==> config.mk <==
export PLATFORM = sky130hd
export DESIGN_NAME = voxel_ray_traversal_clipped
export DESIGN_NICKNAME = d
export VERILOG_FILES = /design/src/design/vrt_pkg.sv /design/src/design/voxel_ray_traversal_clipped.sv
export VERILOG_INCLUDE_DIRS = /design/src /design/src/design
export SDC_FILE = /design/constraint.sdc
export NUM_CORES = 2
export LEC_CHECK = 0
export ABC_AREA = 1
export BUFFER_PORTS_ARGS = -buffer_cell sky130_fd_sc_hd__buf_2
export CORE_UTILIZATION = 49
export CTS_CLUSTER_SIZE = 14
export DETAILED_ROUTE_END_ITERATION = 10
export HOLD_SLACK_MARGIN = 0.03
export PLACE_DENSITY = 0.65
export SLEW_MARGIN = 20
export SYNTH_ARGS = -nofsm -noshare
export SYNTH_HDL_FRONTEND = slang
export SYNTH_SLANG_ARGS = --single-unit
export TNS_END_PERCENT = 1
==> constraint.sdc <==
create_clock -name clk_i -period 10.66 [get_ports clk_i]
set_input_delay 1.599 -clock clk_i [delete_from_list [all_inputs] [get_ports clk_i]]
set_output_delay 1.599 -clock clk_i [all_outputs]
set_load 0.02 [all_outputs]
==> src/design/voxel_ray_traversal_clipped_assert.svh <==
// ----------------------------------------------------------------------------
// Voxel ray walker assertion macros
// Concurrent checks that go away in synthesis builds.
// ----------------------------------------------------------------------------
`ifndef VOXEL_RAY_TRAVERSAL_CLIPPED_ASSERT_SVH
`define VOXEL_RAY_TRAVERSAL_CLIPPED_ASSERT_SVH
`ifndef SYNTHESIS
`define VRT_ASSERT(lbl, clk, rstn, prop) \
  lbl: assert property (@(posedge clk) disable iff (!rstn) prop) \
    else $error("voxel ray walker check failed");
`define VRT_ASSERT_NEXT(lbl, clk, rstn, pre, post) \
  lbl: assert property (@(posedge clk) disable iff (!rstn) (pre) |=> (post)) \
    else $error("voxel ray walker check failed");
`else
`define VRT_ASSERT(lbl, clk, rstn, prop)
`define VRT_ASSERT_NEXT(lbl, clk, rstn, pre, post)
`endif
`endif

==> src/design/vrt_pkg.sv <==
// ----------------------------------------------------------------------------
// Voxel ray walker package
// Sequencer states, result status codes and register indexes.
// ----------------------------------------------------------------------------
package vrt_pkg;

  localparam int OUT_W     = 12;
  localparam int BOX_W     = 13;
  localparam int CFG_IDX_W = 3;

  localparam logic [CFG_IDX_W-1:0] CFG_BOX_MIN_X = 3'd0;
  localparam logic [CFG_IDX_W-1:0] CFG_BOX_MIN_Y = 3'd1;
  localparam logic [CFG_IDX_W-1:0] CFG_BOX_MIN_Z = 3'd2;
  localparam logic [CFG_IDX_W-1:0] CFG_BOX_MAX_X = 3'd3;
  localparam logic [CFG_IDX_W-1:0] CFG_BOX_MAX_Y = 3'd4;
  localparam logic [CFG_IDX_W-1:0] CFG_BOX_MAX_Z = 3'd5;

  localparam logic signed [BOX_W-1:0] BOX_MIN_RST = -13'sd2048;
  localparam logic signed [BOX_W-1:0] BOX_MAX_RST = 13'sd2048;

  typedef enum logic [3:0] {
    ST_IDLE,
    ST_SQ,
    ST_ACC,
    ST_DIV_INIT,
    ST_DIV_RUN,
    ST_DIV_DONE,
    ST_CHECK,
    ST_DECIDE,
    ST_EMIT,
    ST_STEP
  } state_e;

  typedef enum logic [2:0] {
    STAT_CONT   = 3'd0,
    STAT_END    = 3'd1,
    STAT_DIST   = 3'd2,
    STAT_OVF    = 3'd3,
    STAT_NOMORE = 3'd4,
    STAT_DEGEN  = 3'd5
  } status_e;

endpackage

==> src/design/voxel_ray_traversal_clipped.sv <==
// Setup: squaring for the ray length, then two divisions per moving axis (first crossing
// and increment), then the voxel walk; each voxel inside the box also gets a distance check.
// Throughput: one ray at a time; a new ray stalls until the last result is loaded for output.
// The one restoring divider (one quotient bit a cycle) and the single squarer serve all axes.
// Reset: asynchronous, active low; sequencer idles, output empty, box back to full range.
`include "voxel_ray_traversal_clipped_assert.svh"
// ----------------------------------------------------------------------------
// Clipped 3D voxel ray walker
// Floors both ray endpoints to voxels, derives per-axis crossing times with a
// shared serial divider, then steps voxel by voxel and sends out the voxels
// that fall inside the configured half-open box.
// ----------------------------------------------------------------------------
module voxel_ray_traversal_clipped import vrt_pkg::*; #(
  parameter int COORD_INT_BITS  = 12,
  parameter int COORD_FRAC_BITS = 8,
  parameter int T_FRAC_BITS     = 24,
  parameter int MAX_VOXELS      = 64
) (
  input  logic                                    clk_i,
  input  logic                                    rst_ni,
  // ray request channel
  input  logic                                    in_valid_i,
  output logic                                    in_stall_o,
  input  logic signed [COORD_INT_BITS+COORD_FRAC_BITS-1:0] start_x_i,
  input  logic signed [COORD_INT_BITS+COORD_FRAC_BITS-1:0] start_y_i,
  input  logic signed [COORD_INT_BITS+COORD_FRAC_BITS-1:0] start_z_i,
  input  logic signed [COORD_INT_BITS+COORD_FRAC_BITS-1:0] end_x_i,
  input  logic signed [COORD_INT_BITS+COORD_FRAC_BITS-1:0] end_y_i,
  input  logic signed [COORD_INT_BITS+COORD_FRAC_BITS-1:0] end_z_i,
  // result channel
  output logic                                    out_valid_o,
  input  logic                                    out_stall_i,
  output logic signed [OUT_W-1:0]                 voxel_x_o,
  output logic signed [OUT_W-1:0]                 voxel_y_o,
  output logic signed [OUT_W-1:0]                 voxel_z_o,
  output logic                                    voxel_valid_o,
  output logic [2:0]                              status_o,
  output logic                                    last_o,
  // box configuration channel
  input  logic                                    cfg_valid_i,
  output logic                                    cfg_ready_o,
  input  logic [CFG_IDX_W-1:0]                    cfg_index_i,
  input  logic [BOX_W-1:0]                        cfg_data_i
);

  localparam int CI   = COORD_INT_BITS;
  localparam int F    = COORD_FRAC_BITS;
  localparam int T    = T_FRAC_BITS;
  localparam int CW   = CI + F;           // coordinate width
  localparam int DW   = CW + 1;           // coordinate difference width
  localparam int SQW  = 2 * DW;           // one square
  localparam int ACCW = SQW + 2;          // sum of three squares
  localparam int TW   = T + 2;            // t value, unsigned Q2.T
  localparam int NUMW = F + 1 + T;        // dividend width
  localparam int QW   = (NUMW > TW) ? NUMW : TW;
  localparam int DVW  = CI + F;           // divisor |d| << F
  localparam int RW   = DVW + 1;
  localparam int CNTW = $clog2(QW + 1);
  localparam int WLW  = CI + 2;
  localparam int NW   = $clog2(MAX_VOXELS + 1);
  localparam int RFW  = (F > 0) ? F : 1;
  localparam int BCW  = ((CI > BOX_W) ? CI : BOX_W) + 1;
  localparam int VXW  = (CI > OUT_W) ? CI : OUT_W;

  localparam logic [TW-1:0]   T_ALL     = {TW{1'b1}};
  localparam logic [WLW-1:0]  WALK_LIM  = WLW'(3) << CI;
  localparam logic [F:0]      ONE       = (F + 1)'(1) << F;
  localparam logic [CW-1:0]   FMASK     = CW'((64'd1 << F) - 64'd1);
  localparam logic [CNTW-1:0] DIV_LAST  = CNTW'(QW - 1);
  localparam logic [NW:0]     MAX_N     = (NW + 1)'(MAX_VOXELS);

  // --------------------------------------------------------------------------
  // Registers
  // --------------------------------------------------------------------------
  state_e state_q, state_d;

  logic signed [BOX_W-1:0] box_min_q [3];
  logic signed [BOX_W-1:0] box_max_q [3];

  logic signed [CW-1:0] s_q  [3];
  logic signed [CW-1:0] e_q  [3];
  logic signed [CI-1:0] v_q  [3];
  logic signed [CI-1:0] ev_q [3];
  logic [RFW-1:0]       r_q  [3];
  logic [2:0]           dpos_q, dneg_q;
  logic [TW-1:0]        t_q  [3];
  logic [TW-1:0]        dt_q [3];

  logic [SQW-1:0]  prod_q;
  logic [ACCW-1:0] acc_q, len_q;
  logic            mode_len_q;   // squarer sums the ray length, else a voxel distance

  logic [QW-1:0]   dd_q;         // dividend in, quotient out
  logic [DVW-1:0]  rem_q, dvs_q;
  logic [CNTW-1:0] cnt_q;
  logic            phase_q;      // 0: first crossing, 1: increment
  logic [1:0]      k_q;          // axis under work

  logic [WLW-1:0]  walk_q;
  logic [NW-1:0]   n_q;          // voxels sent for this ray

  // pending result, then the output register
  logic signed [CI-1:0] res_x_q, res_y_q, res_z_q;
  logic                 res_valid_q, res_last_q;
  status_e              res_status_q;

  logic                    out_valid_q;
  logic signed [OUT_W-1:0] out_x_q, out_y_q, out_z_q;
  logic                    out_vv_q, out_last_q;
  status_e                 out_status_q;

  // --------------------------------------------------------------------------
  // Request decode: floor endpoints and spot a degenerate ray
  // --------------------------------------------------------------------------
  logic signed [CW-1:0] in_s [3];
  logic signed [CW-1:0] in_e [3];
  logic signed [CI-1:0] in_v [3];
  logic signed [CI-1:0] in_ev [3];
  logic                 in_acc, in_degen;

  assign in_s[0] = start_x_i;
  assign in_s[1] = start_y_i;
  assign in_s[2] = start_z_i;
  assign in_e[0] = end_x_i;
  assign in_e[1] = end_y_i;
  assign in_e[2] = end_z_i;

  always_comb begin
    in_degen = 1'b1;
    for (int i = 0; i < 3; i++) begin
      in_v[i]  = CI'(in_s[i] >>> F);
      in_ev[i] = CI'(in_e[i] >>> F);
      if (in_v[i] != in_ev[i]) in_degen = 1'b0;
    end
  end

  assign in_stall_o = (state_q != ST_IDLE);
  assign in_acc     = in_valid_i && !in_stall_o;

  // --------------------------------------------------------------------------
  // Shared squarer: |op|^2 for the ray length or a corner distance
  // --------------------------------------------------------------------------
  logic signed [DW-1:0] sq_op;
  logic [DW-1:0]        sq_abs;
  logic [SQW-1:0]       sq_prod;

  always_comb begin
    if (mode_len_q) begin
      sq_op = DW'(e_q[k_q]) - DW'(s_q[k_q]);
    end else begin
      sq_op = (DW'(v_q[k_q]) <<< F) - DW'(s_q[k_q]);
    end
    sq_abs  = sq_op[DW-1] ? DW'(-sq_op) : DW'(sq_op);
    sq_prod = SQW'(sq_abs) * SQW'(sq_abs);
  end

  // --------------------------------------------------------------------------
  // Divider setup and one restoring step
  // --------------------------------------------------------------------------
  logic signed [CI:0] div_d;
  logic [CI-1:0]      div_ad;
  logic [F:0]         div_num;
  logic               axis_still;
  logic [RW-1:0]      rem_sh;
  logic               rem_ge;
  logic [QW-1:0]      quot;

  always_comb begin
    div_d      = (CI + 1)'(ev_q[k_q]) - (CI + 1)'(v_q[k_q]);
    div_ad     = div_d[CI] ? CI'(-div_d) : CI'(div_d);
    axis_still = !dpos_q[k_q] && !dneg_q[k_q];
    if (phase_q) begin
      div_num = ONE;
    end else if (dpos_q[k_q]) begin
      div_num = ONE - (F + 1)'(r_q[k_q]);
    end else if (r_q[k_q] == '0) begin
      div_num = ONE;
    end else begin
      div_num = (F + 1)'(r_q[k_q]);
    end
    rem_sh = {rem_q, dd_q[QW-1]};
    rem_ge = (rem_sh >= RW'(dvs_q));
    quot   = dd_q;
  end

  // --------------------------------------------------------------------------
  // Walk: box test, end test, axis choice, saturated t update
  // --------------------------------------------------------------------------
  logic          inbox, atend;
  logic [1:0]    ax;
  logic [TW:0]   t_sum;
  logic [TW-1:0] t_new;
  logic          dist_over;
  logic          n_full;

  always_comb begin
    inbox = 1'b1;
    atend = 1'b1;
    for (int i = 0; i < 3; i++) begin
      if (BCW'(v_q[i]) < BCW'(box_min_q[i]) || BCW'(v_q[i]) >= BCW'(box_max_q[i])) begin
        inbox = 1'b0;
      end
      if (v_q[i] != ev_q[i]) atend = 1'b0;
    end
    // ties go to z, then y
    if (t_q[0] < t_q[1]) begin
      ax = (t_q[0] < t_q[2]) ? 2'd0 : 2'd2;
    end else begin
      ax = (t_q[1] < t_q[2]) ? 2'd1 : 2'd2;
    end
    t_sum     = {1'b0, t_q[ax]} + {1'b0, dt_q[ax]};
    t_new     = t_sum[TW] ? T_ALL : t_sum[TW-1:0];
    dist_over = (acc_q > len_q);
    n_full    = ((NW + 1)'(n_q) + (NW + 1)'(1) >= MAX_N);
  end

  // --------------------------------------------------------------------------
  // Sequencer: next state and output register control
  // --------------------------------------------------------------------------
  logic out_free, out_load;

  assign out_free = !out_valid_q || !out_stall_i;

  always_comb begin
    state_d  = state_q;
    out_load = 1'b0;
    case (state_q)
      ST_IDLE: begin
        if (in_acc) state_d = in_degen ? ST_EMIT : ST_SQ;
      end
      ST_SQ: begin
        state_d = ST_ACC;
      end
      ST_ACC: begin
        if (k_q == 2'd2) state_d = mode_len_q ? ST_DIV_INIT : ST_DECIDE;
        else state_d = ST_SQ;
      end
      ST_DIV_INIT: begin
        if (!axis_still) state_d = ST_DIV_RUN;
        else if (k_q == 2'd2) state_d = ST_CHECK;
      end
      ST_DIV_RUN: begin
        if (cnt_q == DIV_LAST) state_d = ST_DIV_DONE;
      end
      ST_DIV_DONE: begin
        state_d = (phase_q && k_q == 2'd2) ? ST_CHECK : ST_DIV_INIT;
      end
      ST_CHECK: begin
        if (inbox) state_d = ST_SQ;
        else if (atend) state_d = ST_EMIT;
        else state_d = ST_STEP;
      end
      ST_DECIDE: begin
        state_d = ST_EMIT;
      end
      ST_EMIT: begin
        if (out_free) begin
          out_load = 1'b1;
          state_d  = res_last_q ? ST_IDLE : ST_STEP;
        end
      end
      ST_STEP: begin
        state_d = (walk_q >= WALK_LIM) ? ST_EMIT : ST_CHECK;
      end
      default: begin
        state_d = ST_IDLE;
      end
    endcase
  end

  // --------------------------------------------------------------------------
  // Control registers
  // --------------------------------------------------------------------------
  always_ff @(posedge clk_i or negedge rst_ni) begin
    if (!rst_ni) begin
      state_q     <= ST_IDLE;
      out_valid_q <= 1'b0;
      n_q         <= '0;
      k_q         <= '0;
      phase_q     <= 1'b0;
      cnt_q       <= '0;
      mode_len_q  <= 1'b1;
      for (int i = 0; i < 3; i++) begin
        box_min_q[i] <= BOX_MIN_RST;
        box_max_q[i] <= BOX_MAX_RST;
      end
    end else begin
      state_q <= state_d;

      // hold the result while stalled, drop it once taken
      if (out_load) out_valid_q <= 1'b1;
      else if (!out_stall_i) out_valid_q <= 1'b0;

      if (cfg_valid_i) begin
        case (cfg_index_i)
          CFG_BOX_MIN_X: box_min_q[0] <= cfg_data_i;
          CFG_BOX_MIN_Y: box_min_q[1] <= cfg_data_i;
          CFG_BOX_MIN_Z: box_min_q[2] <= cfg_data_i;
          CFG_BOX_MAX_X: box_max_q[0] <= cfg_data_i;
          CFG_BOX_MAX_Y: box_max_q[1] <= cfg_data_i;
          CFG_BOX_MAX_Z: box_max_q[2] <= cfg_data_i;
          default: ;
        endcase
      end

      case (state_q)
        ST_IDLE: begin
          if (in_acc) begin
            n_q        <= '0;
            k_q        <= '0;
            phase_q    <= 1'b0;
            mode_len_q <= 1'b1;
          end
        end
        ST_ACC: begin
          k_q <= (k_q == 2'd2) ? 2'd0 : k_q + 2'd1;
        end
        ST_DIV_INIT: begin
          cnt_q <= '0;
          if (axis_still) begin
            phase_q <= 1'b0;
            k_q     <= (k_q == 2'd2) ? 2'd0 : k_q + 2'd1;
          end
        end
        ST_DIV_RUN: begin
          cnt_q <= cnt_q + CNTW'(1);
        end
        ST_DIV_DONE: begin
          phase_q <= !phase_q;
          if (phase_q) k_q <= (k_q == 2'd2) ? 2'd0 : k_q + 2'd1;
        end
        ST_CHECK: begin
          if (inbox) begin
            k_q        <= '0;
            mode_len_q <= 1'b0;
          end
        end
        ST_EMIT: begin
          if (out_load && res_valid_q) n_q <= n_q + NW'(1);
        end
        default: ;
      endcase
    end
  end

  // --------------------------------------------------------------------------
  // Datapath registers
  // --------------------------------------------------------------------------
  always_ff @(posedge clk_i) begin
    case (state_q)
      ST_IDLE: begin
        if (in_acc) begin
          for (int i = 0; i < 3; i++) begin
            s_q[i]    <= in_s[i];
            e_q[i]    <= in_e[i];
            v_q[i]    <= in_v[i];
            ev_q[i]   <= in_ev[i];
            r_q[i]    <= RFW'(in_s[i] & FMASK);
            dpos_q[i] <= (in_ev[i] > in_v[i]);
            dneg_q[i] <= (in_ev[i] < in_v[i]);
          end
          acc_q        <= '0;
          walk_q       <= '0;
          res_x_q      <= '0;
          res_y_q      <= '0;
          res_z_q      <= '0;
          res_valid_q  <= 1'b0;
          res_status_q <= STAT_DEGEN;
          res_last_q   <= 1'b1;
        end
      end
      ST_SQ: begin
        prod_q <= sq_prod;
      end
      ST_ACC: begin
        acc_q <= acc_q + ACCW'(prod_q);
        if (k_q == 2'd2 && mode_len_q) len_q <= acc_q + ACCW'(prod_q);
      end
      ST_DIV_INIT: begin
        if (axis_still) begin
          t_q[k_q]  <= T_ALL;
          dt_q[k_q] <= T_ALL;
        end else begin
          dd_q  <= QW'(div_num) << T;
          rem_q <= '0;
          dvs_q <= DVW'(div_ad) << F;
        end
      end
      ST_DIV_RUN: begin
        rem_q <= rem_ge ? DVW'(rem_sh - RW'(dvs_q)) : DVW'(rem_sh);
        dd_q  <= {dd_q[QW-2:0], rem_ge};
      end
      ST_DIV_DONE: begin
        if (phase_q) dt_q[k_q] <= (quot > QW'(T_ALL)) ? T_ALL : TW'(quot);
        else t_q[k_q] <= (quot > QW'(T_ALL)) ? T_ALL : TW'(quot);
      end
      ST_CHECK: begin
        if (inbox) begin
          acc_q <= '0;
        end else if (atend) begin
          res_x_q      <= '0;
          res_y_q      <= '0;
          res_z_q      <= '0;
          res_valid_q  <= 1'b0;
          res_status_q <= STAT_NOMORE;
          res_last_q   <= 1'b1;
        end
      end
      ST_DECIDE: begin
        res_x_q     <= v_q[0];
        res_y_q     <= v_q[1];
        res_z_q     <= v_q[2];
        res_valid_q <= 1'b1;
        if (dist_over) begin
          res_status_q <= STAT_DIST;
          res_last_q   <= 1'b1;
        end else if (atend) begin
          res_status_q <= STAT_END;
          res_last_q   <= 1'b1;
        end else if (n_full) begin
          res_status_q <= STAT_OVF;
          res_last_q   <= 1'b1;
        end else begin
          res_status_q <= STAT_CONT;
          res_last_q   <= 1'b0;
        end
      end
      ST_STEP: begin
        if (walk_q >= WALK_LIM) begin
          // runaway walk: give up with a terminator
          res_x_q      <= '0;
          res_y_q      <= '0;
          res_z_q      <= '0;
          res_valid_q  <= 1'b0;
          res_status_q <= STAT_OVF;
          res_last_q   <= 1'b1;
        end else begin
          if (dpos_q[ax]) v_q[ax] <= v_q[ax] + CI'(1);
          else if (dneg_q[ax]) v_q[ax] <= v_q[ax] - CI'(1);
          t_q[ax] <= t_new;
          walk_q  <= walk_q + WLW'(1);
        end
      end
      default: ;
    endcase
  end

  // output register payload
  logic signed [VXW-1:0] ox, oy, oz;

  assign ox = VXW'(res_x_q);
  assign oy = VXW'(res_y_q);
  assign oz = VXW'(res_z_q);

  always_ff @(posedge clk_i) begin
    if (out_load) begin
      out_x_q      <= ox[OUT_W-1:0];
      out_y_q      <= oy[OUT_W-1:0];
      out_z_q      <= oz[OUT_W-1:0];
      out_vv_q     <= res_valid_q;
      out_status_q <= res_status_q;
      out_last_q   <= res_last_q;
    end
  end

  assign out_valid_o   = out_valid_q;
  assign voxel_x_o     = out_x_q;
  assign voxel_y_o     = out_y_q;
  assign voxel_z_o     = out_z_q;
  assign voxel_valid_o = out_vv_q;
  assign status_o      = out_status_q;
  assign last_o        = out_last_q;
  assign cfg_ready_o   = 1'b1;

  // --------------------------------------------------------------------------
  // Assertions
  // --------------------------------------------------------------------------
  `VRT_ASSERT(a_term_zero, clk_i, rst_ni, (out_valid_o && !voxel_valid_o) |-> (voxel_x_o == '0 && voxel_y_o == '0 && voxel_z_o == '0 && last_o))
  `VRT_ASSERT(a_cont_not_last, clk_i, rst_ni, (out_valid_o && status_o == STAT_CONT) |-> (!last_o && voxel_valid_o))
  `VRT_ASSERT(a_count_bound, clk_i, rst_ni, (NW + 1)'(n_q) <= MAX_N)
  `VRT_ASSERT_NEXT(a_busy_after_req, clk_i, rst_ni, in_acc, in_stall_o)

endmodule
# Word level (Yosys, flattened, before mapping)
# Memories as Yosys holds them, arrays and structs flattened.
# Cells that the tools add are included.
dict set report word_totals {
  register_bits 397
  mem_bits_rw 372
  in_bits 141
  out_inout_bits 44
  n_memories 7
}
# memory words width rd rd_ports_with_merged_regs wr line
set memory_table {}
lappend memory_table {dt_q 3 26 1 0 1 voxel_ray_traversal_clipped.sv:87} ;# logic [TW-1:0] dt_q [3];
lappend memory_table {t_q 3 26 4 0 1 voxel_ray_traversal_clipped.sv:86} ;# logic [TW-1:0] t_q [3];
lappend memory_table {e_q 3 20 1 0 3 voxel_ray_traversal_clipped.sv:81} ;# logic signed [CW-1:0] e_q [3];
lappend memory_table {s_q 3 20 1 0 3 voxel_ray_traversal_clipped.sv:80} ;# logic signed [CW-1:0] s_q [3];
lappend memory_table {ev_q 3 12 4 0 3 voxel_ray_traversal_clipped.sv:83} ;# logic signed [CI-1:0] ev_q [3];
lappend memory_table {v_q 3 12 5 0 3 voxel_ray_traversal_clipped.sv:82} ;# logic signed [CI-1:0] v_q [3];
lappend memory_table {{+1 memories} -- -- -- -- -- --}
dict set report classes {
  n_addsub 16
  multipliers 1
  order_cmp 22
  n_eq_ne 36
  muxes 132
  bitwise_logic 4
  reduce_logical 47
}
# operator count
set ops {}
lappend ops {{$pmux 12 s4} 3}
lappend ops {{$pmux 44 s3} 1}
lappend ops {{$mux 26} 5}
lappend ops {{$mux 44} 2}
lappend ops {{$mux 12} 7}
lappend ops {{$lt 26x26->1} 3}
lappend ops {{$ne 12x12->1} 6}
lappend ops {{$pmux 33 s2} 1}
lappend ops {{$mux 1} 57}
lappend ops {{$add 44x42->44} 1}
lappend ops {{$gt 44x44->1} 1}
lappend ops {{$mul 21x21->42} 1}
lappend ops {{$mux 21} 2}
lappend ops {{$sub 20x20->21} 2}
lappend ops {{$mux 20} 2}
lappend ops {{$pmux 20 s2} 1}
lappend ops {{$pmux 4 s10} 1}
lappend ops {{$ge 12x13->1} 3}
lappend ops {{$lt 12x13->1} 3}
lappend ops {{$gt 12x12->1} 3}
lappend ops {{$lt 12x12->1} 3}
lappend ops {{$mux 4} 9}
lappend ops {{$gt 33x26->1 const B} 1}
lappend ops {{$mux 33} 1}
lappend ops {{other kinds (61)} 139}

# Longest topological paths before layout
# An unclocked memory read counts as a cell.
dict set report depth {
  depth_word 14
  depth_mapped 53
}

# Least setup slack after synthesis
# Ideal clock, no wire load.
dict set report synth_path {
  path_kind {register to register}
  startpoint {register k_q[0]}
  endpoint {register prod_q[37], data pin}
  setup_ns 0.258
  arrival_ns 9.067
  slack_ns 1.335
  stages_incl_launch_ff 44
  cell_sequence {dfrtp_1 > buf_2 > nor2_1 > clkbuf_1 > buf_1 > nand2_1 > nand3_1 > nand2_1 > ha_1 > fa_1 > inv_1 > nor3_2 > nand3_1 > nor2_2 > nand3_2 > nor2_4 > nand3_1 > nor2_1 > [8 not listed] > fa_1 > inv_1 > fa_1 > fa_1 > fa_1 > fa_1 > inv_1 > fa_1 > inv_1 > ha_1 > a21oi_1 > o21ai_0 > a21oi_1 > o21ai_0 > a21o_1 > a31o_2 > a21oi_1 > xnor2_1}
}
dict set report synth_via {
  elab_chain_cells 6
  elab_cells_between_ends 9
  cone_classes {add/sub (3); mul (1); mux (2); memory (3)}
}
# item line
set synth_rtl {}
lappend synth_rtl {{start, declared} voxel_ray_traversal_clipped.sv:97} ;# logic [1:0] k_q;
lappend synth_rtl {{start signal, assigned} voxel_ray_traversal_clipped.sv:316} ;# k_q <= (k_q == 2'd2) ? 2'd0 : k_q + 2'd1;
lappend synth_rtl {{start signal, assigned} voxel_ray_traversal_clipped.sv:322} ;# k_q <= (k_q == 2'd2) ? 2'd0 : k_q + 2'd1;
lappend synth_rtl {{start signal, assigned} voxel_ray_traversal_clipped.sv:330} ;# if (phase_q) k_q <= (k_q == 2'd2) ? 2'd0 : k_q + 2'd1;
lappend synth_rtl {{$mem_v2 3x20, or another cell as far along} --}
lappend synth_rtl {{$sub 20x20->21 (on tied branches)} {voxel_ray_traversal_clipped.sv:151, voxel_ray_traversal_clipped.sv:149}}
lappend synth_rtl {{$mux 21 *} voxel_ray_traversal_clipped.sv:148} ;# if (mode_len_q) begin
lappend synth_rtl {{$neg 21->21} voxel_ray_traversal_clipped.sv:153} ;# sq_abs = sq_op[DW-1] ? DW'(-sq_op) : DW'(sq_op);
lappend synth_rtl {{$mux 21 *} voxel_ray_traversal_clipped.sv:153}
lappend synth_rtl {{$mul 21x21->42 *} voxel_ray_traversal_clipped.sv:154} ;# sq_prod = SQW'(sq_abs) * SQW'(sq_abs);
lappend synth_rtl {{net sq_prod[37]} voxel_ray_traversal_clipped.sv:145} ;# logic [SQW-1:0] sq_prod;
lappend synth_rtl {{end signal, assigned} voxel_ray_traversal_clipped.sv:373} ;# prod_q <= sq_prod;
lappend synth_rtl {{end, declared} voxel_ray_traversal_clipped.sv:89} ;# logic [SQW-1:0] prod_q;
# Mark *: on every way through the listed nets, which the timed path passes. The rest lies on a longest branch.
# A chain may end at the register's enable or synchronous reset.

# Worst setup path in the final report
dict set report layout_path {
  startpoint {register k_q[1]}
  endpoint {register prod_q[35], data pin}
}
# The elaborated chain is that of the path after synthesis.

==> results.ini <==
[outcome]
status = complete, no violations

[yosys]
syn_area_um2 = 53900
synth-edff-count = 620
ys_ff_latch = 720
synthCells = 5913
avgSynthCellArea_um2 = 9.12
synth.distinct_cells = 69
async_flop_share = 0.139
synth_warnings = 0
synth_seq_area_share = 0.392
ys.flop_type = edfxtp_1

[critical_path]
crit_path_frequent_cell = fa_1
cp_num_buf_inv = 9
cp_top_family = adder cells
timing.rr.end = prod_q[35]
timing.rr.start = k_q[1]
rrSetupSlack_ns = 0.52
crit_cells = 42
required_ns = 11.06
critPathMaxStageDelay_ns = 0.57
critPathCaptureType = flip-flop
cp.arrival_ns = 10.54
r2r_cells = 42
slowest_stage = fa_1
cp_max_fo = 12
crit_type = flip-flop to flip-flop
critPathLaunchType = flip-flop

[sta]
finalCritPeriodShare = 0.951
maxSlewHeadroom = 0.275
fin_crit_ns = 10.14
maxSlewViolCount = 0
setup_violations = 0
setup_tns_ns = 0
clock-skew-final_ns = 0.0438
finalHoldViolCount = 0
worst_slew_pin_slew_ns = 1.09
fmax_mhz = 98.7
hold-worst-slack_ns = 0.417

[floorplanning]
fp.coreArea_um2 = 109000
die-height_um = 334
dieArea_um2 = 111000
rows = 121
initial_utilization = 0.495
num_io_pins = 185
die_x_um = 334

[detailed_routing]
wl_per_cell_um = 20.2
vias = 41640
drt_iter0_markers = 3659
ant_nets = 0
wl_um = 154000
drc_errors = 0
routed_via_density = 5.46
first_pass_iters = 6

[final_layout]
final_cell_area_um2 = 59600
drive_gt1_frac = 0.0794
layout_common_cells = inv_1, nand2_1, edfxtp_1
fin_nets = 7119
antenna_cells = 0
final_common_cell = inv_1
layoutNonFillerInstCount = 7633
syn_to_final_growth_pct = 10.5

[clock_tree]
path_clk_slew_ns = 0.06
htree_levels = 3
cts_hold_buf = 0
insertion_delay_ns = 0.67
cts_max_path_buffers = 3
cts_tree = done
cts_buffers = 81
root_buffer = clkbuf_16
cts_sinks = 720

[grt]
antenna_found_initial = 4
grt_max_degree = 87
grt_pass1_vias = 40959
grt_pass1_wl_um = 236000
grtUsageTotal = 0.277
grt-ovfl-total = 0

[hold_path]
hold_end = voxel_z_o[5]
hold_start = oz[5]
hold_class = flip-flop to flip-flop
hold_depth = 0

[placement]
placed_cell_area_um2 = 56700
hpwl_um = 120000
placed_cells = 7479
portBuffers = 183
place_congestion = 1.01

[run]
drv_cap = 0

-- cell usage after synthesis (4+ instances only) --
cell type,count,share of area
a211oi_1,11,0.0015
a21boi_0,4,0.00056
a21o_1,17,0.0024
a21oi_1,348,0.032
a221oi_1,8,0.0013
a22oi_1,12,0.0017
a31oi_1,39,0.0045
a41oi_1,7,0.0011
and2_1,5,0.00058
and3_1,5,0.00058
buf_1,13,0.00091
buf_2,24,0.0022
buf_4,8,0.0011
buf_6,7,0.0015
clkbuf_1,69,0.0048
dfrtp_1,90,0.042
dfstp_2,10,0.0049
edfxtp_1,620,0.35
fa_1,318,0.12
ha_1,508,0.12
inv_1,1062,0.074
inv_2,15,0.0010
nand2_1,1000,0.070
nand2_2,12,0.0014
nand3_1,188,0.017
nand3b_1,11,0.0015
nand4_1,62,0.0072
nor2_1,568,0.040
nor2_2,19,0.0022
nor3_1,74,0.0069
nor3b_1,4,0.00056
nor4_1,22,0.0026
o2111ai_1,6,0.00097
o211ai_1,15,0.0021
o21a_1,17,0.0024
o21ai_0,406,0.038
o21bai_1,23,0.0032
o221ai_1,4,0.00065
o22ai_1,42,0.0049
o31ai_1,6,0.00084
or2_2,16,0.0019
xnor2_1,81,0.013
xor2_1,92,0.015
xor2_2,8,0.0024
-- worst reg2reg max path: cells and delay by family, from the launching register on --
| kind | cells | cell delay, ns |
|---|---|---|
| AOI/OAI and AO/OA | 9 | 1.52 |
| xor gates and xnor gates | 2 | 0.37 |
| adders and majority gates | 9 | 4.36 |
| buffers and inverters | 9 | 1.18 |
| DFF | 1 | 0.46 |
| and+or+nand+nor | 13 | 1.98 |
-- metrics by stage --
| step | utilization | setup WS (ns) |
|---|---|---|
| final | 0.547 | 0.525 |
| after global placement | 0.520 | 0.548 |
| after detailed placement | 0.520 | 0.388 |
| after CTS | 0.546 | 0.323 |
| after global routing | 0.547 | -0.0314 |
| after floorplan | - | 1.34 |
-- logic make-up (layout without fill, tap and decap cells) --
| group | Yosys count | count (layout) | share of synthesized area |
|---|---|---|---|
| AOI/OAI and AO/OA | 983 | 983 | 0.101 |
| xor gates and xnor gates | 182 | 182 | 0.0308 |
| adders and majority gates | 826 | 826 | 0.236 |
| buffers and inverters | 1200 | 1479 | 0.0856 |
| DFF | 720 | 720 | 0.392 |
| other | 2 | 29 | 0.000139 |
| and+or+nand+nor | 2000 | 2000 | 0.154 |
-- registers in the layout, summed over array words and instances, names as in the netlist, 41 cells and up --
register / cells
prod_q: 41
e_q: 57
dt_q: 78
len_q: 44
t_q: 78
acc_q: 44
v_q: 48
-- routing by layer --
layer / vias up / global-route usage / share of wire
li1: 19977 / - / -
met1: 20008 / 0.389 / 0.45
met2: 1382 / 0.441 / 0.45
met3: 265 / 0.0463 / 0.071
met4: 8 / 0.0848 / 0.032
met5: - / 0 / 0.00022
-- timing repair --
item | in CTS | in global routing
setup endpoints to repair | 0 | 18
resized for setup | 0 | 11
setup buffers | 0 | 3
-- layout make-up --
cell class                      instances  area, um^2
Clock inverter                         49         646
Clock buffer                          101        2130
Timing Repair Buffer                  250        1480
Multi-Input combinational cell       4020       28400
Sequential cell                       720       21100
Inverter                             1079        4070
Tap cell                             1414        1770
Fill cell                            9961       49400
-- worst max-delay path by stage --
| stage | from | end | slack, ns |
|---|---|---|---|
| global route | k_q[1] | prod_q[36] | -0.03 |
| CTS | k_q[1] | prod_q[36] | 0.32 |
| detailed placement | k_q[1] | prod_q[36] | 0.39 |
| finish | k_q[1] | prod_q[35] | 0.52 |
| floorplan | k_q[0] | prod_q[37] | 1.34 |
| global placement | k_q[1] | prod_q[36] | 0.55 |
Power is left out: the tool's default activity adds up to more than one toggle a clock period on the data nets, which glitch-free logic cannot reach.
